$ cat src/rtl/mlpr_pkg.sv
// Package for the mount longest-prefix router: sizes, codes, item types
// and the ASCII case fold. Used by every module under rtl/.
`timescale 1ns / 1ps

package mlpr_pkg;

  // Table and path sizes
  localparam int MOUNT_SLOTS  = 8;
  localparam int MOUNT_CHARS  = 32;
  localparam int PATH_LEN_MAX = 1024;

  // Fixed field widths
  localparam int SLOT_W = 3;
  localparam int CHAR_W = 8;
  localparam int CNT_W  = 4;
  localparam int TAIL_W = 11;
  localparam int MIDX_W = 3;

  // Derived widths
  localparam int IDX_W    = (MOUNT_SLOTS > 1) ? $clog2(MOUNT_SLOTS) : 1;
  localparam int CPOS_W   = $clog2(MOUNT_CHARS);
  localparam int LEN_W    = $clog2(MOUNT_CHARS + 1);
  localparam int PLEN_W   = $clog2(PATH_LEN_MAX + 2);
  localparam int CMP_W    = (PLEN_W > LEN_W) ? PLEN_W : LEN_W;
  localparam int TCMP_W   = (PLEN_W > TAIL_W) ? PLEN_W : TAIL_W;
  localparam int SCMP_W   = ((IDX_W > SLOT_W) ? IDX_W : SLOT_W) + 1;
  localparam int CCMP_W   = ((IDX_W > CNT_W) ? IDX_W : CNT_W) + 1;

  // Characters
  localparam logic [CHAR_W-1:0] CH_SLASH    = 8'h2F;
  localparam logic [CHAR_W-1:0] CH_UPPER_A  = 8'h41;
  localparam logic [CHAR_W-1:0] CH_UPPER_Z  = 8'h5A;
  localparam logic [CHAR_W-1:0] CASE_OFFSET = 8'h20;

  // Configuration register indexes
  localparam logic [0:0] CFG_SLOTS_ACTIVE  = 1'b0;
  localparam logic [0:0] CFG_TAIL_CAPACITY = 1'b1;

  localparam logic [CNT_W-1:0]  SLOTS_ACTIVE_RST  = 4'd0;
  localparam logic [TAIL_W-1:0] TAIL_CAPACITY_RST = 11'd1025;

  typedef enum logic [1:0] {
    ST_ROUTED    = 2'd0,
    ST_NO_OWNER  = 2'd1,
    ST_TAIL_LONG = 2'd2,
    ST_PATH_LONG = 2'd3
  } status_t;

  // Input item
  typedef struct packed {
    logic              mode;
    logic [SLOT_W-1:0] slot;
    logic [CHAR_W-1:0] char_byte;
    logic              last;
  } in_t;

  // Result item
  typedef struct packed {
    status_t           status;
    logic [MIDX_W-1:0] mount_index;
    logic [TAIL_W-1:0] tail_start;
    logic [TAIL_W-1:0] tail_bytes;
    logic              tail_is_root;
  } out_t;

  // Item as it travels down the cell chain
  typedef struct packed {
    logic              is_path;
    logic              act;       // item does anything at all
    logic              last;
    logic [CHAR_W-1:0] char_byte;
    logic [SLOT_W-1:0] slot;
    logic              ld_first;  // first byte of a load: slot goes invalid
    logic              ld_wr;     // byte fits the slot
    logic [CPOS_W-1:0] ld_pos;
    logic [LEN_W-1:0]  ld_len;    // final length, used on the last byte
    logic [PLEN_W-1:0] p;         // path byte position
    logic [PLEN_W-1:0] plen;      // path length so far, saturating
    logic              p_invalid;
    logic [LEN_W-1:0]  best_len;  // zero while no owner found
    logic [IDX_W-1:0]  best_idx;
  } chain_t;

  function automatic logic [CHAR_W-1:0] fold_case(input logic [CHAR_W-1:0] c);
    if (c >= CH_UPPER_A && c <= CH_UPPER_Z) begin
      return c + CASE_OFFSET;
    end
    return c;
  endfunction

endpackage

$ cat src/rtl/mlpr_front.sv
// Entry stage of the router: load and path bookkeeping, annotates each item
// before it enters the cell chain. Depends on mlpr_pkg.
`timescale 1ns / 1ps

module mlpr_front (
  input  logic            clk,
  input  logic            rst,
  input  logic            in_valid,
  output logic            in_ready,
  input  mlpr_pkg::in_t    in_data,
  output logic            dn_valid,
  input  logic            dn_ready,
  output mlpr_pkg::chain_t dn_item
);
  import mlpr_pkg::*;

  logic [LEN_W-1:0]  load_position;
  logic [LEN_W-1:0]  load_last_nonslash;
  logic              load_invalid;
  logic [PLEN_W-1:0] path_position;
  logic              path_invalid;

  logic              accept;
  logic              slot_ok;
  logic              not_slash;
  logic              l_first;
  logic              l_wr;
  logic              l_inv;
  logic [LEN_W-1:0]  l_lnn;
  logic [LEN_W-1:0]  l_len;
  logic              p_inv;
  logic [PLEN_W-1:0] p_plen;
  chain_t            item_next;

  assign in_ready = !dn_valid || dn_ready;
  assign accept   = in_valid && in_ready;

  // Per-byte load and path arithmetic
  always_comb begin
    slot_ok   = SCMP_W'(in_data.slot) < SCMP_W'(MOUNT_SLOTS);
    not_slash = in_data.char_byte != CH_SLASH;
    l_first   = load_position == '0;
    l_wr      = load_position < LEN_W'(MOUNT_CHARS);
    l_inv     = load_invalid || (l_first && not_slash) || !l_wr;
    l_lnn     = (l_wr && not_slash) ? load_position + 1'b1 : load_last_nonslash;
    if (l_inv) begin
      l_len = '0;
    end else if (l_lnn == '0) begin
      l_len = LEN_W'(1);
    end else begin
      l_len = l_lnn;
    end
    p_inv  = path_invalid || (path_position == '0 && not_slash);
    p_plen = (path_position <= PLEN_W'(PATH_LEN_MAX)) ? path_position + 1'b1
                                                        : path_position;
  end

  // Annotated item
  always_comb begin
    item_next.is_path   = in_data.mode;
    item_next.act       = in_data.mode || slot_ok;
    item_next.last      = in_data.last;
    item_next.char_byte = in_data.char_byte;
    item_next.slot      = in_data.slot;
    item_next.ld_first  = l_first;
    item_next.ld_wr     = l_wr;
    item_next.ld_pos    = load_position[CPOS_W-1:0];
    item_next.ld_len    = l_len;
    item_next.p         = path_position;
    item_next.plen      = p_plen;
    item_next.p_invalid = p_inv;
    item_next.best_len  = '0;
    item_next.best_idx  = '0;
  end

  // Bookkeeping registers
  always_ff @(posedge clk) begin
    if (rst) begin
      load_position      <= '0;
      load_last_nonslash <= '0;
      load_invalid       <= 1'b0;
      path_position      <= '0;
      path_invalid       <= 1'b0;
    end else if (accept) begin
      if (!in_data.mode) begin
        if (slot_ok) begin
          if (in_data.last) begin
            load_position      <= '0;
            load_last_nonslash <= '0;
            load_invalid       <= 1'b0;
          end else begin
            load_position      <= l_wr ? load_position + 1'b1 : load_position;
            load_last_nonslash <= l_lnn;
            load_invalid       <= l_inv;
          end
        end
      end else begin
        if (in_data.last) begin
          path_position <= '0;
          path_invalid  <= 1'b0;
        end else begin
          path_position <= p_plen;
          path_invalid  <= p_inv;
        end
      end
    end
  end

  // Output stage register
  always_ff @(posedge clk) begin
    if (rst) begin
      dn_valid <= 1'b0;
    end else if (accept) begin
      dn_valid <= 1'b1;
    end else if (dn_ready) begin
      dn_valid <= 1'b0;
    end
  end

  always_ff @(posedge clk) begin
    if (accept) begin
      dn_item <= item_next;
    end
  end

endmodule

$ cat src/rtl/mlpr_cell.sv
// One lane of the router chain: holds one mount slot, compares path bytes
// against it and folds its candidacy into the running best. Depends on mlpr_pkg.
`timescale 1ns / 1ps

module mlpr_cell (
  input  logic                       clk,
  input  logic                       rst,
  input  logic [mlpr_pkg::IDX_W-1:0] cell_idx,
  input  logic [mlpr_pkg::CNT_W-1:0] slots_active,
  input  logic                       up_valid,
  output logic                       up_ready,
  input  mlpr_pkg::chain_t            up_item,
  output logic                       dn_valid,
  input  logic                       dn_ready,
  output mlpr_pkg::chain_t            dn_item
);
  import mlpr_pkg::*;

  logic [CHAR_W-1:0] chars [MOUNT_CHARS];
  logic [LEN_W-1:0]  mount_length;
  logic              matching;

  logic              xfer;
  logic              my_slot;
  logic              cmp_lane;
  logic [CMP_W-1:0]  p_ext;
  logic [CMP_W-1:0]  plen_ext;
  logic [CMP_W-1:0]  len_ext;
  logic [CHAR_W-1:0] stored;
  logic              miss;
  logic              match_new;
  logic              in_count;
  logic              candidate;
  chain_t            item_next;

  assign up_ready = !dn_valid || dn_ready;
  assign xfer     = up_valid && up_ready;

  // Lane compare and best-so-far update
  always_comb begin
    my_slot   = SCMP_W'(up_item.slot) == SCMP_W'(cell_idx);
    p_ext     = CMP_W'(up_item.p);
    plen_ext  = CMP_W'(up_item.plen);
    len_ext   = CMP_W'(mount_length);
    stored    = chars[up_item.p[CPOS_W-1:0]];
    cmp_lane  = (mount_length > LEN_W'(1)) &&
                (up_item.p < PLEN_W'(PATH_LEN_MAX));
    miss      = 1'b0;
    if (cmp_lane) begin
      if (p_ext < len_ext) begin
        miss = fold_case(up_item.char_byte) != fold_case(stored);
      end else if (p_ext == len_ext) begin
        miss = up_item.char_byte != CH_SLASH;
      end
    end
    match_new = matching && !miss;
    in_count  = CCMP_W'(cell_idx) < CCMP_W'(slots_active);
    candidate = up_item.is_path && up_item.last && in_count &&
                (mount_length != '0) &&
                ((mount_length == LEN_W'(1)) || (match_new && plen_ext >= len_ext));

    item_next = up_item;
    if (candidate && mount_length > up_item.best_len) begin
      item_next.best_len = mount_length;
      item_next.best_idx = cell_idx;
    end
  end

  // Slot state
  always_ff @(posedge clk) begin
    if (rst) begin
      mount_length <= '0;
      matching     <= 1'b1;
    end else if (xfer && up_item.act) begin
      if (up_item.is_path) begin
        matching <= up_item.last ? 1'b1 : match_new;
      end else if (my_slot) begin
        if (up_item.last) begin
          mount_length <= up_item.ld_len;
        end else if (up_item.ld_first) begin
          mount_length <= '0;
        end
      end
    end
  end

  // Mount bytes, no reset
  always_ff @(posedge clk) begin
    if (xfer && up_item.act && !up_item.is_path && my_slot && up_item.ld_wr) begin
      chars[up_item.ld_pos] <= up_item.char_byte;
    end
  end

  // Stage register toward the next cell
  always_ff @(posedge clk) begin
    if (rst) begin
      dn_valid <= 1'b0;
    end else if (xfer) begin
      dn_valid <= 1'b1;
    end else if (dn_ready) begin
      dn_valid <= 1'b0;
    end
  end

  always_ff @(posedge clk) begin
    if (xfer) begin
      dn_item <= item_next;
    end
  end

endmodule

$ cat src/rtl/mlpr_result.sv
// Final stage of the router: turns the chain's best match into status and
// tail fields and holds the result register. Depends on mlpr_pkg.
`timescale 1ns / 1ps

module mlpr_result (
  input  logic                        clk,
  input  logic                        rst,
  input  logic [mlpr_pkg::TAIL_W-1:0] tail_capacity,
  input  logic                        up_valid,
  output logic                        up_ready,
  input  mlpr_pkg::chain_t             up_item,
  output logic                        out_valid,
  input  logic                        out_ready,
  output mlpr_pkg::out_t               out_data
);
  import mlpr_pkg::*;

  logic              produces;
  logic              xfer;
  logic [LEN_W-1:0]  consume;
  logic [CMP_W-1:0]  consume_ext;
  logic [CMP_W-1:0]  plen_ext;
  logic [PLEN_W-1:0] rest;
  out_t              res;

  assign produces = up_item.is_path && up_item.last;
  assign up_ready = !up_valid || !produces || !out_valid || out_ready;
  assign xfer     = up_valid && up_ready;

  // Status and tail
  always_comb begin
    consume     = (up_item.best_len > LEN_W'(1)) ? up_item.best_len : '0;
    consume_ext = CMP_W'(consume);
    plen_ext    = CMP_W'(up_item.plen);
    rest        = up_item.plen - PLEN_W'(consume);
    res         = '0;
    res.status  = ST_ROUTED;
    if (up_item.plen > PLEN_W'(PATH_LEN_MAX)) begin
      res.status = ST_PATH_LONG;
    end else if (up_item.p_invalid || up_item.best_len == '0) begin
      res.status = ST_NO_OWNER;
    end else if (tail_capacity < TAIL_W'(2)) begin
      res.status = ST_TAIL_LONG;
    end else if (consume_ext >= plen_ext) begin
      // path equals its mount: tail is a single slash
      res.mount_index  = MIDX_W'(up_item.best_idx);
      res.tail_start   = TAIL_W'(up_item.plen);
      res.tail_bytes   = TAIL_W'(1);
      res.tail_is_root = 1'b1;
    end else if (TCMP_W'(rest) >= TCMP_W'(tail_capacity)) begin
      res.status = ST_TAIL_LONG;
    end else begin
      res.mount_index = MIDX_W'(up_item.best_idx);
      res.tail_start  = TAIL_W'(consume);
      res.tail_bytes  = TAIL_W'(rest);
    end
  end

  // Result register
  always_ff @(posedge clk) begin
    if (rst) begin
      out_valid <= 1'b0;
    end else if (xfer && produces) begin
      out_valid <= 1'b1;
    end else if (out_ready) begin
      out_valid <= 1'b0;
    end
  end

  always_ff @(posedge clk) begin
    if (xfer && produces) begin
      out_data <= res;
    end
  end

endmodule

$ cat src/rtl/mount_longest_prefix_router.sv
// Top level of the mount longest-prefix router: configuration registers and
// the chain front -> cells -> result. Depends on mlpr_pkg and all rtl modules.
//
//   channel  signals                         direction  moves
//   in       in_valid/in_ready/in_data       input      load or path byte item
//   out      out_valid/out_ready/out_data    output     routing result item
//   cfg      cfg_we/cfg_index/cfg_data       input      register write, no wait
//
// One item per cycle sustained while results are taken; every item walks the
// chain through the entry register, one register per cell, then the result
// register. Synchronous reset clears all slot lengths and lane flags at once;
// no clearing pass. A stalled result holds the last stage; earlier stages keep
// filling bubbles and then hold in turn, back to in_ready.
`timescale 1ns / 1ps

module mount_longest_prefix_router (
  input  logic                        clk,
  input  logic                        rst,
  input  logic                        in_valid,
  output logic                        in_ready,
  input  mlpr_pkg::in_t                in_data,
  output logic                        out_valid,
  input  logic                        out_ready,
  output mlpr_pkg::out_t               out_data,
  input  logic                        cfg_we,
  input  logic [0:0]                  cfg_index,
  input  logic [mlpr_pkg::TAIL_W-1:0] cfg_data
);
  import mlpr_pkg::*;

  logic [CNT_W-1:0]     slots_active;
  logic [TAIL_W-1:0]    tail_capacity;

  logic [MOUNT_SLOTS:0] stg_valid;
  logic [MOUNT_SLOTS:0] stg_ready;
  chain_t               stg_item [MOUNT_SLOTS+1];

  // Configuration registers
  always_ff @(posedge clk) begin
    if (rst) begin
      slots_active  <= SLOTS_ACTIVE_RST;
      tail_capacity <= TAIL_CAPACITY_RST;
    end else if (cfg_we) begin
      unique case (cfg_index)
        CFG_SLOTS_ACTIVE:  slots_active  <= cfg_data[CNT_W-1:0];
        CFG_TAIL_CAPACITY: tail_capacity <= cfg_data;
        default: ;
      endcase
    end
  end

  mlpr_front u_front (
    .clk      (clk),
    .rst      (rst),
    .in_valid (in_valid),
    .in_ready (in_ready),
    .in_data  (in_data),
    .dn_valid (stg_valid[0]),
    .dn_ready (stg_ready[0]),
    .dn_item  (stg_item[0])
  );

  // One cell per mount slot
  for (genvar g = 0; g < MOUNT_SLOTS; g++) begin : g_cell
    mlpr_cell u_cell (
      .clk          (clk),
      .rst          (rst),
      .cell_idx     (IDX_W'(g)),
      .slots_active (slots_active),
      .up_valid     (stg_valid[g]),
      .up_ready     (stg_ready[g]),
      .up_item      (stg_item[g]),
      .dn_valid     (stg_valid[g+1]),
      .dn_ready     (stg_ready[g+1]),
      .dn_item      (stg_item[g+1])
    );
  end

  mlpr_result u_result (
    .clk           (clk),
    .rst           (rst),
    .tail_capacity (tail_capacity),
    .up_valid      (stg_valid[MOUNT_SLOTS]),
    .up_ready      (stg_ready[MOUNT_SLOTS]),
    .up_item       (stg_item[MOUNT_SLOTS]),
    .out_valid     (out_valid),
    .out_ready     (out_ready),
    .out_data      (out_data)
  );

endmodule

$ cat config.mk
export PLATFORM = sky130hd
export DESIGN_NAME = mount_longest_prefix_router
export DESIGN_NICKNAME = d
export VERILOG_FILES = /design/src/rtl/mlpr_pkg.sv /design/src/rtl/mlpr_front.sv /design/src/rtl/mlpr_cell.sv /design/src/rtl/mlpr_result.sv /design/src/rtl/mount_longest_prefix_router.sv
export SDC_FILE = /design/constraint.sdc
export NUM_CORES = 2
export LEC_CHECK = 0
export BUFFER_PORTS_ARGS = -buffer_cell sky130_fd_sc_hd__buf_2
export CAP_MARGIN = 0
export CORE_MARGIN = 2
export CORE_UTILIZATION = 30
export DETAILED_ROUTE_END_ITERATION = 8
export HOLD_SLACK_MARGIN = 0.08
export PLACE_DENSITY_LB_ADDON = 0.25
export SYNTH_ARGS = -nofsm -noshare
export SYNTH_HDL_FRONTEND = slang
export SYNTH_SLANG_ARGS = --single-unit
$ cat constraint.sdc
create_clock -name clk -period 17.2 [get_ports clk]
set_input_delay 0.86 -clock clk [delete_from_list [all_inputs] [get_ports clk]]
set_output_delay 0.86 -clock clk [all_outputs]
set_load 0.03 [all_outputs]
==> out/results.ini <==
[cts]
postCtsResizedCells=0
cts-buffers-inserted=288
cts.reportedPaths.clkPinSlew_ps=60
clock_sink_count=2693
post-cts-setup-buffers=0
clock_tree.buffer_depth=4
cts_hold_buffers=0
tritoncts_clock_tree=yes
clock_latency_ps=870
ctsRootBufferMaster=clkbuf_16
clock_tree.htree_level_count=5

[synthesis]
synth.distinct_cells=102
synth_ff_type=edfxtp_1
postSynthAreaPerCell_um2=17.33
post_synth_inst_count=6305
synth-async-reset-ratio_pct=0
seq_area_frac_synth_pct=72.69
synth.yosys.warnings=0
postSynthRegisterBits=2693
synth-edff-count=2547
synth_area_um2=109200

[timing]
portion_of_the_clock_cycle_consumed_by_the_worst_path_in_the_final_layout_pct=32.30
fin_setup_tns_ps=0
report.final.setup_viol=0
clock_skew_ps=71.12
transition_time_of_the_tightest_slew_check_pin_ps=1236
maxSlewViolCount=0
final_worst_path_period_need_ps=5555
grt_setup_unrepaired=no
max_slew_margin_pct=17.31
maxClockFrequency_mhz=180.0
finalHoldViolations=0

[critical_path]
crit_slowest_cell=buf_4
cp_cell_sequence=buf_4 > mux4_1 > mux4_2 > nand2_1 > o21a_1 > inv_1 > ha_1 > xnor3_1 > a2111oi_0 > o21bai_1 > nand4_1 > a21oi_4 > nor2_4 > mux2_1
crit_required_ps=17790
worstPathMaxFanout=52
timing.critical_path.arrival_ps=6140
startpoint_type=flop
path_class=reg -> reg
max_stage_delay_ps=830
worstSetupEndpointType=flop

[routing]
detail_route.wl_per_cell_um=23.44
wirelength_um=270600
detail_route.first_pass.iterations=8
route.antenna.remaining_nets=0
routed_via_density=4.925
via_count=56854
drc=0
initialDrtViolationCount=5193

[placement]
placement.io_buffers=59
dpl_cell_area_um2=115300
placed_cells=11040
finalWeightedCongestion=0.8451
dp_wirelength_um=174200

[global_route]
grt_max_degree=68
vias_in_the_first_global_route=57244
grt_overflow_total=0
antenna_found_initial=7
grtUsageTotal_pct=14.28
grt_first_pass_wirelength_um=397400

[floorplan]
num_io_pins=60
floorplan.initialDensity_pct=30.14
core_region_area_um2=362500
die_area_um2=369000
horizontal_extent_of_the_die_um=607.5
die_h_um=607.5
core.rowCount=221

[layout]
layout.cells.most_common_list=edfxtp_1 (2547), nor2_1 (487), mux2i_1 (433), mux4_2 (363), clkbuf_16 (294)
area_growth_pct=13.84
final_cell_area_um2=124400
final_layout_size_suffix_gt1_share_pct=15.99
fin_nets=6743
most_frequent_standard_cell_in_the_layout_excluding_fill_and_tap_cells=edfxtp_1
finalNonFillerCells=11545

[flow_run]
maxCapViolations=0

[status]
status=finished clean

[worst_hold_path]
worst_hold_path_type=in -> reg
timing.hold.worst.start=in_data[6]

[power_and_ir_drop]
power.density_cell_area_nw_per_um2=108.4
vdd.ir_drop.worst_mv=0.07551
power_leakage_nw=40.54

cells in the mapped netlist (all sizes together), types with 49 or more instances:
cell type	number	area (µm²)
buf	148	885.9
nor2	489	1846
nand2	265	997.2
edfxtp	2547	76480
nand4	57	356.6
a22oi	212	1605
dfxtp	146	2923
nor2b	75	469.2
nand2b	65	406.6
clkbuf	96	361.6
a21oi	120	611.8
o21ai	80	400.4
nand3	119	595.6
ha	176	2202
mux2i	433	4334
mux4	370	8359
mux2	56	630.6
a21o	49	367.9
inv	179	671.9
cells by family after synthesis:
logic type / synth area share [%]
other: 0.003433
AND/OR/NAND/NOR: 6.106
adder cells (fa/ha/maj): 2.034
flip-flops: 72.69
AO/OA/AOI/OAI: 4.538
XOR/XNOR: 0.6700
multiplexers: 12.20
buffers and inverters: 1.767
final timing paths:
check / cells after the start / slack, ps / end
worst min-delay path: 1 / 200 / u_front.dn_item[53]
worst max-delay path: 14 / 11650 / g_cell[3].u_cell.dn_item[3]
worst min register to register: 0 / 420 / g_cell[1].u_cell.dn_item[9]
worst max register to register: 14 / 11650 / g_cell[3].u_cell.dn_item[3]
critical path, delay by kind of cell, from the launching register on:
| kind | cells | cell delay [ps] |
|---|---|---|
| muxes | 3 | 1480 |
| AOI/OAI and AO/OA | 4 | 1050 |
| buffers and inverters | 2 | 900 |
| DFF | 1 | 720 |
| and+or+nand+nor | 3 | 580 |
| xor gates and xnor gates | 1 | 360 |
| adders and majority gates | 1 | 200 |
report_power, final:
part / total [mW] / leakage (nW) / switching [mW] / internal, mW
sequential: 7.15 / 24.2 / 0.0369 / 7.11
combinational: 0.322 / 11.9 / 0.193 / 0.129
clock: 6.00 / 4.43 / 2.51 / 3.49
total: 13.5 / 40.5 / 2.74 / 10.7
registers in the layout, summed over array words and instances, names as in the netlist, named ones only:
name,cells
u_front.load_last_nonslash,6
u_front.load_invalid,1
u_front.load_position,6
g_cell.u_cell.chars,2048
u_front.dn_item,49
u_front.dn_valid,1
u_result.out_valid,1
u_front.path_position,11
tail_capacity,11
u_result.out_data,28
u_front.path_invalid,1
slots_active,4
g_cell.u_cell.dn_valid,8
g_cell.u_cell.mount_length,48
g_cell.u_cell.dn_item,422
g_cell.u_cell.matching,8
area by class of cell:
type                            instances  area (µm²)
Clock inverter                        132        1171
Timing Repair Buffer                  181        1214
Clock buffer                          371        7846
Tap cell                             4794        5998
Sequential cell                      2693       79460
Antenna cell                            2       5.005
Multi-Input combinational cell       3190       27990
Fill cell                           34118      238100
Inverter                              182       683.2
layer usage:
metal	wire length, µm	vias to the layer above	global-route usage, %
li1	-	25494	-
met1	124300	29555	20.33
met2	127800	1397	23.13
met3	12590	408	1.907
met4	5952	0	3.318
met5	0	-	0
through the flow:
| step | util, % | setup slack, ps | hold slack (ps) | power [mW] |
|---|---|---|---|---|
| 2_1_floorplan | - | 10940 | 400.3 | 7.502 |
| 3_3_place_gp | 31.82 | 11560 | 411.1 | 7.611 |
| 3_5_place_dp | 31.82 | 11560 | 408.0 | 7.616 |
| 4_1_cts | 34.30 | 11580 | 120.6 | 13.63 |
| 5_1_grt | 34.30 | 11310 | 146.5 | 13.90 |
| 6_report | 34.31 | 11650 | 202.1 | 13.48 |
No activity file was read; power rests on OpenSTA's default activity.
